$ cat src/hw/rtl/btdg_pkg.sv
// ----------------------------------------------------------------------------
// Breathing triangle duty generator package
// Register indexes, field widths and word layouts shared by the RTL files.
// ----------------------------------------------------------------------------
package btdg_pkg;

    localparam int DUTY_W     = 16;
    localparam int CFG_IDX_W  = 3;
    localparam int CFG_DATA_W = 16;

    // input word: tick in bit 0, padded to a byte
    localparam int S_TDATA_W  = 8;
    // output word: led_duty, fan_duty, rising, padded to whole bytes
    localparam int M_TDATA_W  = 40;
    localparam int LED_LSB    = 0;
    localparam int FAN_LSB    = 16;
    localparam int RISING_BIT = 32;

    typedef enum logic [CFG_IDX_W-1:0] {
        REG_CYCLE_LENGTH  = 3'd0,
        REG_LED_MAX       = 3'd1,
        REG_LED_MIN       = 3'd2,
        REG_FAN_MAX       = 3'd3,
        REG_FAN_MIN       = 3'd4,
        REG_LED_STEP      = 3'd5,
        REG_FAN_STEP      = 3'd6,
        REG_FAN_HOLD_MODE = 3'd7
    } cfg_index_t;

endpackage

$ cat src/hw/rtl/breathing_triangle_duty_generator.sv
// ----------------------------------------------------------------------------
// Breathing triangle duty generator
// Two-channel triangle breathing envelope (LED and fan) advanced per tick.
// ----------------------------------------------------------------------------
//  channel  | direction | handshake              | word
//  s_*      | in        | s_tvalid / s_tready    | tick
//  m_*      | out       | m_tvalid / m_tready    | led_duty, fan_duty, rising
//  cfg_*    | in        | cfg_valid / cfg_ready  | cfg_index, cfg_data
//
// One input word per cycle; its result appears in the output register on the
// next cycle. The sustained rate is one word per clock while m_tready is high.
// On a step each channel does at most one 16-bit add or subtract; the phase compare is shared.
// s_tready drops only while a result sits in the output register unread.
// rst_n clears all state and registers but the output data word; direction resets to rising.
// cfg_ready is always high.
module breathing_triangle_duty_generator
    import btdg_pkg::*;
#(
    parameter int STEP_DELAY = 1
)
(
    input  logic                  clk,
    input  logic                  rst_n,
    input  logic                  s_tvalid,
    output logic                  s_tready,
    input  logic [S_TDATA_W-1:0]  s_tdata,   // [0] tick, [7:1] zero
    output logic                  m_tvalid,
    input  logic                  m_tready,
    output logic [M_TDATA_W-1:0]  m_tdata,   // [15:0] led_duty, [31:16] fan_duty,
                                             // [32] rising, [39:33] zero
    input  logic                  cfg_valid,
    output logic                  cfg_ready,
    input  logic [CFG_IDX_W-1:0]  cfg_index,
    input  logic [CFG_DATA_W-1:0] cfg_data
);

    localparam int DELAY_W_RAW = $clog2(STEP_DELAY + 1);
    localparam int DELAY_W     = (DELAY_W_RAW < 1) ? 1 : DELAY_W_RAW;
    localparam logic [DELAY_W-1:0] DELAY_LIMIT = DELAY_W'(STEP_DELAY);

    logic [DUTY_W-1:0]  cycle_length_reg;
    logic [DUTY_W-1:0]  led_max_reg;
    logic [DUTY_W-1:0]  led_min_reg;
    logic [DUTY_W-1:0]  fan_max_reg;
    logic [DUTY_W-1:0]  fan_min_reg;
    logic [DUTY_W-1:0]  led_step_reg;
    logic [DUTY_W-1:0]  fan_step_reg;
    logic               fan_hold_reg;

    logic [DUTY_W-1:0]  phase_reg,  phase_next;
    logic [DELAY_W-1:0] delay_reg,  delay_next;
    logic               up_reg,     up_next;
    logic [DUTY_W-1:0]  led_reg,    led_next;
    logic [DUTY_W-1:0]  fan_reg,    fan_next;

    logic                 m_tvalid_reg;
    logic [M_TDATA_W-1:0] m_tdata_reg, m_tdata_next;

    logic s_accept;
    logic tick_fire;
    logic flip;
    logic step;

    assign cfg_ready = 1'b1;
    assign s_tready  = !m_tvalid_reg || m_tready;
    assign s_accept  = s_tvalid && s_tready;
    assign tick_fire = s_accept && s_tdata[0];
    assign m_tvalid  = m_tvalid_reg;
    assign m_tdata   = m_tdata_reg;

    // configuration registers
    always_ff @(posedge clk or negedge rst_n)
    begin
        if (!rst_n)
        begin
            cycle_length_reg <= '0;
            led_max_reg      <= '0;
            led_min_reg      <= '0;
            fan_max_reg      <= '0;
            fan_min_reg      <= '0;
            led_step_reg     <= '0;
            fan_step_reg     <= '0;
            fan_hold_reg     <= 1'b0;
        end
        else if (cfg_valid && cfg_ready)
        begin
            case (cfg_index)
                REG_CYCLE_LENGTH:  cycle_length_reg <= cfg_data;
                REG_LED_MAX:       led_max_reg      <= cfg_data;
                REG_LED_MIN:       led_min_reg      <= cfg_data;
                REG_FAN_MAX:       fan_max_reg      <= cfg_data;
                REG_FAN_MIN:       fan_min_reg      <= cfg_data;
                REG_LED_STEP:      led_step_reg     <= cfg_data;
                REG_FAN_STEP:      fan_step_reg     <= cfg_data;
                REG_FAN_HOLD_MODE: fan_hold_reg     <= cfg_data[0];
                default:           ;
            endcase
        end
    end

    assign flip = phase_reg >= cycle_length_reg;
    assign step = delay_reg >= DELAY_LIMIT;

    always_comb
    begin
        phase_next = phase_reg;
        delay_next = delay_reg;
        up_next    = up_reg;
        led_next   = led_reg;
        fan_next   = fan_reg;
        if (tick_fire)
        begin
            if (flip)
            begin
                // snap to the end value of this half and reverse
                led_next   = up_reg ? led_max_reg : led_min_reg;
                fan_next   = up_reg ? fan_max_reg : fan_min_reg;
                up_next    = !up_reg;
                phase_next = '0;
                delay_next = '0;
            end
            else if (step)
            begin
                if (fan_hold_reg)
                    fan_next = up_reg ? fan_max_reg : fan_min_reg;
                else
                    fan_next = up_reg ? DUTY_W'(fan_reg + fan_step_reg)
                                      : DUTY_W'(fan_reg - fan_step_reg);
                led_next   = up_reg ? DUTY_W'(led_reg + led_step_reg)
                                    : DUTY_W'(led_reg - led_step_reg);
                delay_next = '0;
                phase_next = DUTY_W'(phase_reg + 1'b1);
            end
            else
            begin
                delay_next = DELAY_W'(delay_reg + 1'b1);
                phase_next = DUTY_W'(phase_reg + 1'b1);
            end
        end
    end

    always_comb
    begin
        m_tdata_next = '0;
        m_tdata_next[LED_LSB +: DUTY_W] = led_next;
        m_tdata_next[FAN_LSB +: DUTY_W] = fan_next;
        m_tdata_next[RISING_BIT]        = up_next;
    end

    always_ff @(posedge clk or negedge rst_n)
    begin
        if (!rst_n)
        begin
            phase_reg    <= '0;
            delay_reg    <= '0;
            up_reg       <= 1'b1;
            led_reg      <= '0;
            fan_reg      <= '0;
            m_tvalid_reg <= 1'b0;
        end
        else
        begin
            phase_reg <= phase_next;
            delay_reg <= delay_next;
            up_reg    <= up_next;
            led_reg   <= led_next;
            fan_reg   <= fan_next;
            if (s_accept)
                m_tvalid_reg <= 1'b1;
            else if (m_tready)
                m_tvalid_reg <= 1'b0;
        end
    end

    // result word: load on accept, hold otherwise
    always_ff @(posedge clk)
    begin
        if (s_accept)
            m_tdata_reg <= m_tdata_next;
    end

endmodule

$ cat config.mk
export PLATFORM = sky130hd
export DESIGN_NAME = breathing_triangle_duty_generator
export DESIGN_NICKNAME = d
export VERILOG_FILES = /design/src/hw/rtl/btdg_pkg.sv /design/src/hw/rtl/breathing_triangle_duty_generator.sv
export SDC_FILE = /design/constraint.sdc
export NUM_CORES = 1
export LEC_CHECK = 0
export BUFFER_PORTS_ARGS = -buffer_cell sky130_fd_sc_hd__buf_2
export CORE_ASPECT_RATIO = 1.1
export CORE_MARGIN = 2
export CORE_UTILIZATION = 50
export CTS_BUF_LIST = sky130_fd_sc_hd__clkbuf_8
export DETAILED_ROUTE_END_ITERATION = 16
export GPL_TIMING_DRIVEN = 0
export PLACE_DENSITY = 0.78
export SYNTH_ARGS = -nofsm -noshare
export SYNTH_HDL_FRONTEND = slang
export SYNTH_SLANG_ARGS = --single-unit
$ cat constraint.sdc
create_clock -name clk -period 7.39 [get_ports clk]
set_clock_uncertainty 0.1 [all_clocks]
set_input_delay 1.1085 -clock clk [delete_from_list [all_inputs] [get_ports clk]]
set_output_delay 1.1085 -clock clk [all_outputs]
set_load 0.02 [all_outputs]
After elaboration in Yosys (flattened, before gate mapping) --
Cells that the tools add are included.
Storage, ports and cells: bits in registers 197, latch bits 0, bits in writable memories 0, memory bits (read-only) 0, bits of input ports 32, output and inout port bits 43, logic and storage cells 63, memories kept 0
Cells by class: add/sub/neg operators 6, multiply operators 0, divide/modulo/power cells 0, $lt $le $gt $ge 2, equal/unequal tests 7, shifts and indexed selects 0, muxes and demuxes 18, bitwise gates (word level) 0, reductions and logical operators 15
Operators with widths (number):
- $mux W16 | 12
- $add A16 B16 Y16 | 2
- $sub A16 B16 Y16 | 2
- $add A16 B1 Y16 const B | 1
- $ge A16 B16 Y1 | 1
- $reduce_and A2 Y1 | 8
- $eq A3 B3 Y1 const B | 4
- $eq A3 B2 Y1 const B | 2
- $mux W1 | 6
- $eq A3 B1 Y1 const B | 1
- $logic_not A3 Y1 | 1
- $logic_and A1 B1 Y1 | 2
- $logic_not A1 Y1 | 2
- $reduce_bool A2 Y1 | 1
- $add A1 B1 Y1 const B | 1
- $ge A1 B1 Y1 const B | 1
- $logic_or A1 B1 Y1 | 1

Depth between registers and ports, before layout --
Gate-level depths: netlist of the first run.
word-level depth 6, mapped depth 15, depth with buffers taken out 15

Worst setup path before layout of the first run --
Ideal clock, no wire load.
path type register to register, from reg up_reg, to reg m_tdata_reg[31], in the netlist m_tdata[31], data pin, setup time 0.289 ns, data arrival time 3.535 ns, required time 7.001 ns, path slack 3.465 ns, cell stages (with the launch flop) 14, buffers on the path 3, period minus slack after synthesis 3.925 ns, cells stage by stage dfstp_2 -> buf_2 -> buf_1 -> clkbuf_1 -> mux2_2 -> ha_1 -> a21o_1 -> a21oi_1 -> o21ai_0 -> a21oi_1 -> o21ai_0 -> a311oi_1 -> xnor2_1 -> o221ai_1
Between the ends: word-level cells in the longest chain between the ends 5, elaborated cells on any way between the ends 6, classes of those cells mux: 6
RTL lines:
- start, declared | RTL line breathing_triangle_duty_generator.sv:52 | logic up_reg, up_next;
- start signal, assigned | RTL line breathing_triangle_duty_generator.sv:165 | up_reg <= up_next;
- $mux W16 (on tied branches) | RTL line breathing_triangle_duty_generator.sv:127, breathing_triangle_duty_generator.sv:117, breathing_triangle_duty_generator.sv:125
- $mux W16 | RTL line breathing_triangle_duty_generator.sv:124 | if (fan_hold_reg)
- $mux W16 | RTL line breathing_triangle_duty_generator.sv:122 | else if (step)
- $mux W16 * | RTL line breathing_triangle_duty_generator.sv:113 | if (flip)
- $mux W16 * | RTL line breathing_triangle_duty_generator.sv:111 | if (tick_fire)
- named net fan_next[15] | RTL line breathing_triangle_duty_generator.sv:54 | logic [DUTY_W-1:0] fan_reg, fan_next;
- end signal, assigned | RTL line breathing_triangle_duty_generator.sv:179 | m_tdata_reg <= m_tdata_next;
- end, declared | RTL line breathing_triangle_duty_generator.sv:57 | logic [M_TDATA_W-1:0] m_tdata_reg, m_tdata_next;
Mark *: on every way through the listed nets, which the timed path passes. The rest lies on a longest branch. A chain may end at the register's enable or synchronous reset.

Worst setup path in the final report of the first run --
from reg up_reg, to reg m_tdata_reg[15], in the netlist m_tdata[15], data pin
Between the ends: word-level cells in the longest chain between the ends 4, elaborated cells on any way between the ends 5, classes of those cells mux: 5
RTL lines:
- $mux W16 | RTL line breathing_triangle_duty_generator.sv:129 | led_next = up_reg ? DUTY_W'(led_reg + led_step_reg)
- $mux W16 | RTL line breathing_triangle_duty_generator.sv:122
- $mux W16 * | RTL line breathing_triangle_duty_generator.sv:113
- $mux W16 * | RTL line breathing_triangle_duty_generator.sv:111
- named net led_next[15] | RTL line breathing_triangle_duty_generator.sv:53 | logic [DUTY_W-1:0] led_reg, led_next;
Marks and branches as above.

==> results of run 1 <==
## critical path: cells and delay by family, from the launching register on
family / cells / cell delay (ps)
buf+inv: 3 / 1630
compound gates: 7 / 1950
flops: 1 / 530
simple gates: 2 / 330
xor+xnor: 1 / 170
fa+ha+maj: 1 / 360
## per-layer routing
layer / share of wire [%] / global-route usage [%] / vias up / wire [um]
li1: - / - / 3447 / -
met1: 44 / 32.36 / 3701 / 10970
met2: 48 / 38.61 / 239 / 12060
met3: 5.2 / 4.118 / 47 / 1316
met4: 3.1 / 10.19 / 0 / 783
met5: 0 / 0 / - / 0
## worst paths after layout
check                                                 from                    endpoint  slack, ps
worst max-delay path                      up_reg$_DFF_PN1_       m_tdata[15]$_DFFE_PP_       2030
worst min-delay path            fan_min_reg[0]$_DFFE_PN0P_  fan_min_reg[0]$_DFFE_PN0P_        410
worst max register to register            up_reg$_DFF_PN1_       m_tdata[15]$_DFFE_PP_       2030
worst min register to register  fan_min_reg[0]$_DFFE_PN0P_  fan_min_reg[0]$_DFFE_PN0P_        410
max in group asynchronous                            rst_n       fan_reg[13]$_DFF_PN0_       5850
min in group asynchronous                            rst_n        led_reg[7]$_DFF_PN0_        460
## cells by family after synthesis
group	after synthesis	synth area share (%)
muxes	133	14.29
buffers and inverters	71	2.926
xor gates and xnor gates	62	5.269
AOI/OAI and AO/OA	196	11.98
other	2	0.07287
and+or+nand+nor	193	9.069
DFF	197	49.45
adders and majority gates	56	6.944
## area by class of cell
| type | instances | area [sq um] |
|---|---|---|
| Inverter | 30 | 112.6 |
| Clock buffer | 18 | 247.7 |
| Clock inverter | 14 | 171.4 |
| Tap cell | 256 | 320.3 |
| Fill cell | 1691 | 8982 |
| Sequential cell | 197 | 5096 |
| Multi-Input combinational cell | 648 | 4932 |
| Buffer | 41 | 188.9 |
| Timing Repair Buffer | 57 | 317.8 |
## cell usage after synthesis, types with 4 or more instances
library cell	n
dfrtp_1	163
mux2_2	113
nor2_1	59
a21oi_1	58
ha_1	54
nand2_1	50
xor2_1	41
o21ai_0	40
edfxtp_1	33
inv_1	30
clkbuf_1	27
xnor2_1	21
mux2i_1	20
o22ai_1	20
nor3_1	16
nand2b_1	13
nand3_1	13
a21o_1	11
a31oi_1	11
and3_1	8
buf_4	8
a22o_1	7
nand4_1	7
o21a_1	6
o21bai_1	5
and2_1	4
buf_2	4
nor2b_1	4
## power by group through the flow
| stage | clock network, mW | logic, mW | registers [mW] |
|---|---|---|---|
| 2_1_floorplan | 0 | 1.22 | 1.60 |
| 3_3_place_gp | 0 | 1.58 | 1.58 |
| 3_5_place_dp | 0 | 1.62 | 1.60 |
| 4_1_cts | 0.736 | 1.64 | 1.58 |
| 5_1_grt | 0.777 | 1.84 | 1.61 |
| 6_report | 0.729 | 1.66 | 1.58 |
==> flow_summary.yaml, run 1 <==
die:
  fp.coreArea_sq_um: 20370
  dieArea_sq_um: 21780
  row_count: 55
  die_h_um: 154.6
  dieWidth_um: 140.9
  initial_core_util_pct: 50.60
  pin_count: 75
sta:
  finalSetupViolations: 0
  finalSetupTns_ps: 0
  worst_slew_pin_slew_ps: 1276
  setup_ws_ps: 2030
  finalHoldViolations: 0
  drv_slew: 0
  period_needed_ps: 5360
  relSlewSlack_pct: 14.73
  hold_ws_ps: 414.6
  min_period_over_period_pct: 72.53
  fmax_mhz: 186.6
  rsz0062_at_grt: "false"
cells_and_area:
  final_cells: 1261
  diodes: 0
  final_area_sq_um: 11390
  utilization_pct: 55.90
  drive_gt1_share_pct: 22.29
  final_cell_mix: "163 x dfrtp_1, 113 x mux2_2, 59 x nor2_1, 59 x buf_2, 58 x a21oi_1"
  largest_reg_flops: 33
  mostFrequentLayoutCell: "dfrtp_1"
  synthToLayoutAreaGrowth_pct: 10.49
  num-nets-final: 1080
drt:
  drt_pass1_iterations: 5
  wl_per_cell_um: 19.93
  drc: 0
  wirelength_um: 25130
  vias_per_cell: 5.895
  ant_nets: 0
  num_vias: 7434
  drt-initial-drc-count: 528
synthesis:
  synth-async-reset-ratio_pct: 83.25
  synth_top_cells_by_area: "dfrtp_1 40%, mux2_2 12%, edfxtp_1 9.6%"
  ys_seq_area_share_pct: 49.45
  ys_seq_elements: 197
  synth-main-ff-cell: "dfrtp_1"
  synth_edf_count: 33
  synth.distinct_cells: 64
  synth_cells: 910
  yosysTopAreaCellShare_pct: 39.58
  synth.avg_cell_area_sq_um: 11.33
  syn-cell-area_sq_um: 10310
  synth_top_cell_by_area: "dfrtp_1"
  yosys_warnings: 0
critical_path:
  critPathSlowestCell: "clkbuf_1"
  end_kind: "flop"
  start_kind: "flop"
  cp.required_ps: 7490
  crit_arrival_ps: 5460
  worstPathCellList: "buf_2 > buf_1 > clkbuf_1 > nor2_1 > xnor2_1 > ha_1 > a21o_1 > a21oi_1 > o211ai_1 > o311ai_0 > a21oi_1 > a22o_1 > o311ai_0 > nand3_1"
  max_stage_delay_ps: 690
  crit_fanout: 10
  rr_worst_depth: 14
  critical_path_class: "reg2reg"
placed_design:
  dp.final_hpwl_um: 18200
  place.gp.congestion: 0.8859
  dp_cells: 1229
  port_buffers: 56
  dp_slack_ps: 2194
  place_area_sq_um: 10970
status:
  status: "finished, final reports clean"
power:
  leakage_nw: 4.904
  p_seq_share_pct: 39.9
  p_int_mw: 2.466
  pwr_density_cell_nw_per_um2: 348.3
  ir_drop_mv: 0.1229
  switching_share_pct: 37.84
  p_total_mw: 3.967
  power_switching_mw: 1.501
  pwr-share-comb_pct: 41.8
  clkPwrFrac_pct: 18.4
cts:
  clk_pin_slew_ps: 100
  cts_resized: 0
  cts.root.buffer_cell: "clkbuf_8"
  h-tree-depth: 4
  cts_tree: "yes"
  ctsHoldBuffers: 0
  clockBufferDepth: 2
  clock_latency_ps: 480
  clock_sinks: 197
  cts-buffers-inserted: 17
  postCtsSetupBuffers: 0
grt:
  grt_overflow: 0
  antenna_found_initial: 0
  grt_pass1_vias: 7410
  grt_pass1_wl_um: 40160
  grt_start_max_net_pins: 105
  grt_usage_pct: 24.00
min_path:
  holdCritPathClass: "reg2reg"
  hold_depth: 1
job:
  cap_violations: 0
Note: power is estimated with default switching activity, not from simulation.
==> run 2, diff against run 1 <==
--- a/config.mk
+++ b/config.mk
@@ -12,7 +12,7 @@
 export CTS_BUF_LIST = sky130_fd_sc_hd__clkbuf_8
 export DETAILED_ROUTE_END_ITERATION = 16
 export GPL_TIMING_DRIVEN = 0
-export PLACE_DENSITY = 0.78
+export PLACE_DENSITY = 0.81
 export SYNTH_ARGS = -nofsm -noshare
 export SYNTH_HDL_FRONTEND = slang
 export SYNTH_SLANG_ARGS = --single-unit
==> constraint.sdc (replaced) <==
create_clock -name clk -period 4.3 [get_ports clk]
set_clock_uncertainty 0.1 [all_clocks]
set_input_delay 0.645 -clock clk [delete_from_list [all_inputs] [get_ports clk]]
set_output_delay 0.645 -clock clk [all_outputs]
set_load 0.02 [all_outputs]
==> run 2 against run 1 <==
The flow now finishes with violations (negative hold slack). Maximum frequency up 29%. Non-clock buffer count stayed put. Sequential power rose by 72%. Hold slack lost 420 ps.
==> flow_summary.yaml, run 2 (synthesis results as in run 1) <==
critical_path:
  critical_path_class: "reg2reg"
  critPathSlowestCell: "dfstp_2"
  end_kind: "flop"
  max_stage_delay_ps: 530
  crit_arrival_ps: 4270
  cp_top_family: "compound AO/OA/AOI/OAI gates"
  cp.required_ps: 4420
  crit_fanout: 10
  worstPathCellList: "buf_2 > buf_6 > clkbuf_4 > nor2_1 > xnor2_1 > ha_1 > a21o_1 > a21oi_1 > o211ai_1 > o311ai_2 > a21oi_2 > a22o_1 > o311ai_0 > nand3_1"
  critPathBufInv: 3
  start_kind: "flop"
cts:
  clock_latency_ps: 500
  cts.root.buffer_cell: "clkbuf_8"
  cts_tree: "yes"
  h-tree-depth: 4
  clock_sinks: 197
  cts-buffers-inserted: 17
  clk_pin_slew_ps: 100
  ctsHoldBuffers: 0
  clockBufferDepth: 2
cells_and_area:
  num-nets-final: 1080
  mostFrequentLayoutCell: "dfrtp_1"
  final_cell_mix: "163 x dfrtp_1, 113 x mux2_2, 59 x nor2_1, 59 x buf_2, 56 x a21oi_1"
  largest_reg_flops: 33
  synthToLayoutAreaGrowth_pct: 10.83
  drive_gt1_share_pct: 23.28
  final_cells: 1262
  utilization_pct: 56.07
die:
  dieWidth_um: 140.9
  dieArea_sq_um: 21780
  die_h_um: 154.6
  fp.coreArea_sq_um: 20370
  row_count: 55
  pin_count: 75
  initial_core_util_pct: 50.60
drt:
  wl_per_cell_um: 19.98
  drt_pass1_iterations: 6
  vias_per_cell: 5.957
  wirelength_um: 25210
  drc: 0
  ant_nets: 0
  drt-initial-drc-count: 714
  num_vias: 7518
grt:
  grt_start_max_net_pins: 90
  grt_pass1_wl_um: 40030
  antenna_found_initial: 2
  grt_pass1_vias: 7386
  grt_usage_pct: 23.83
  grt_overflow: 0
sta:
  finalSetupViolations: 0
  drv_slew: 0
  rsz0062_at_grt: "false"
  period_needed_ps: 4154
  hold_ws_ps: -5.892
  finalHoldViolations: 6
  worst_slew_pin_slew_ps: 1157
  setup_ws_ps: 145.6
  fmax_mhz: 240.7
  min_period_over_period_pct: 96.61
  relSlewSlack_pct: 22.72
power:
  pwr_density_cell_nw_per_um2: 599.1
  ir_drop_mv: 0.2344
  p_total_mw: 6.843
  leakage_nw: 4.923
min_path:
  holdCritPathClass: "in2async"
placed_design:
  dp_slack_ps: -721.5
  dp.final_hpwl_um: 18300
  place.gp.congestion: 0.8887
  dp_cells: 1229
  port_buffers: 56
job:
  cap_violations: 0
status:
  failed_checks: "negative hold slack"
  status: "finished with violations"
[run 2: repair_timing]
action / in CTS / in global routing
buffers inserted: 0 / 0
resized for setup: 10 / 9
endpoints found under the setup margin: 32 / 6
[run 2: layer usage]
layer / wire length, um / GRT usage [%] / up-vias
met5: 13 / 0 / -
met1: 10390 / 30.90 / 3689
li1: - / - / 3448
met2: 12050 / 38.89 / 310
met3: 1844 / 5.108 / 69
met4: 922 / 10.29 / 2
[run 2: report_power, final]
group | internal [mW] | total [mW] | switching, mW
Sequential | 2.41 | 2.72 | 0.307
Clock | 0.487 | 1.22 | 0.734
Combinational | 1.30 | 2.90 | 1.61
[run 2: path summary, 6_finish.rpt]
check	from	end	slack, ps	cells after the start
worst min-delay path	rst_n	fan_reg[3]$_DFF_PN0_	-6	1
worst min register to register	fan_max_reg[3]$_DFFE_PN0P_	fan_max_reg[3]$_DFFE_PN0P_	410	1
max in group asynchronous	rst_n	up_reg$_DFF_PN1_	3260	2
min in group clk	s_tvalid	m_tvalid$_DFFE_PN0P_	260	2
worst max-delay path	up_reg$_DFF_PN1_	m_tdata[15]$_DFFE_PP_	150	14
worst max register to register	up_reg$_DFF_PN1_	m_tdata[15]$_DFFE_PP_	150	14
[run 2: per-stage QoR]
| stage | cell area, sq um | setup TNS (ps) |
|---|---|---|
| 3_3_place_gp | 10930 | -7746 |
| 3_5_place_dp | 10970 | -8122 |
| 6_report | 11420 | 0 |
| 4_1_cts | 11380 | 0 |
| 5_1_grt | 11420 | 0 |
| 2_1_floorplan | 10330 | 0 |
[run 2: final cells by class]
type / count / area [sq um]
Sequential cell: 197 / 5096
Timing Repair Buffer: 57 / 317.8
Tap cell: 256 / 320.3
Clock inverter: 15 / 165.2
Buffer: 41 / 215.2
Clock buffer: 17 / 234.0
Fill cell: 1654 / 8947
Antenna cell: 1 / 2.502
Multi-Input combinational cell: 648 / 4959
Inverter: 30 / 112.6
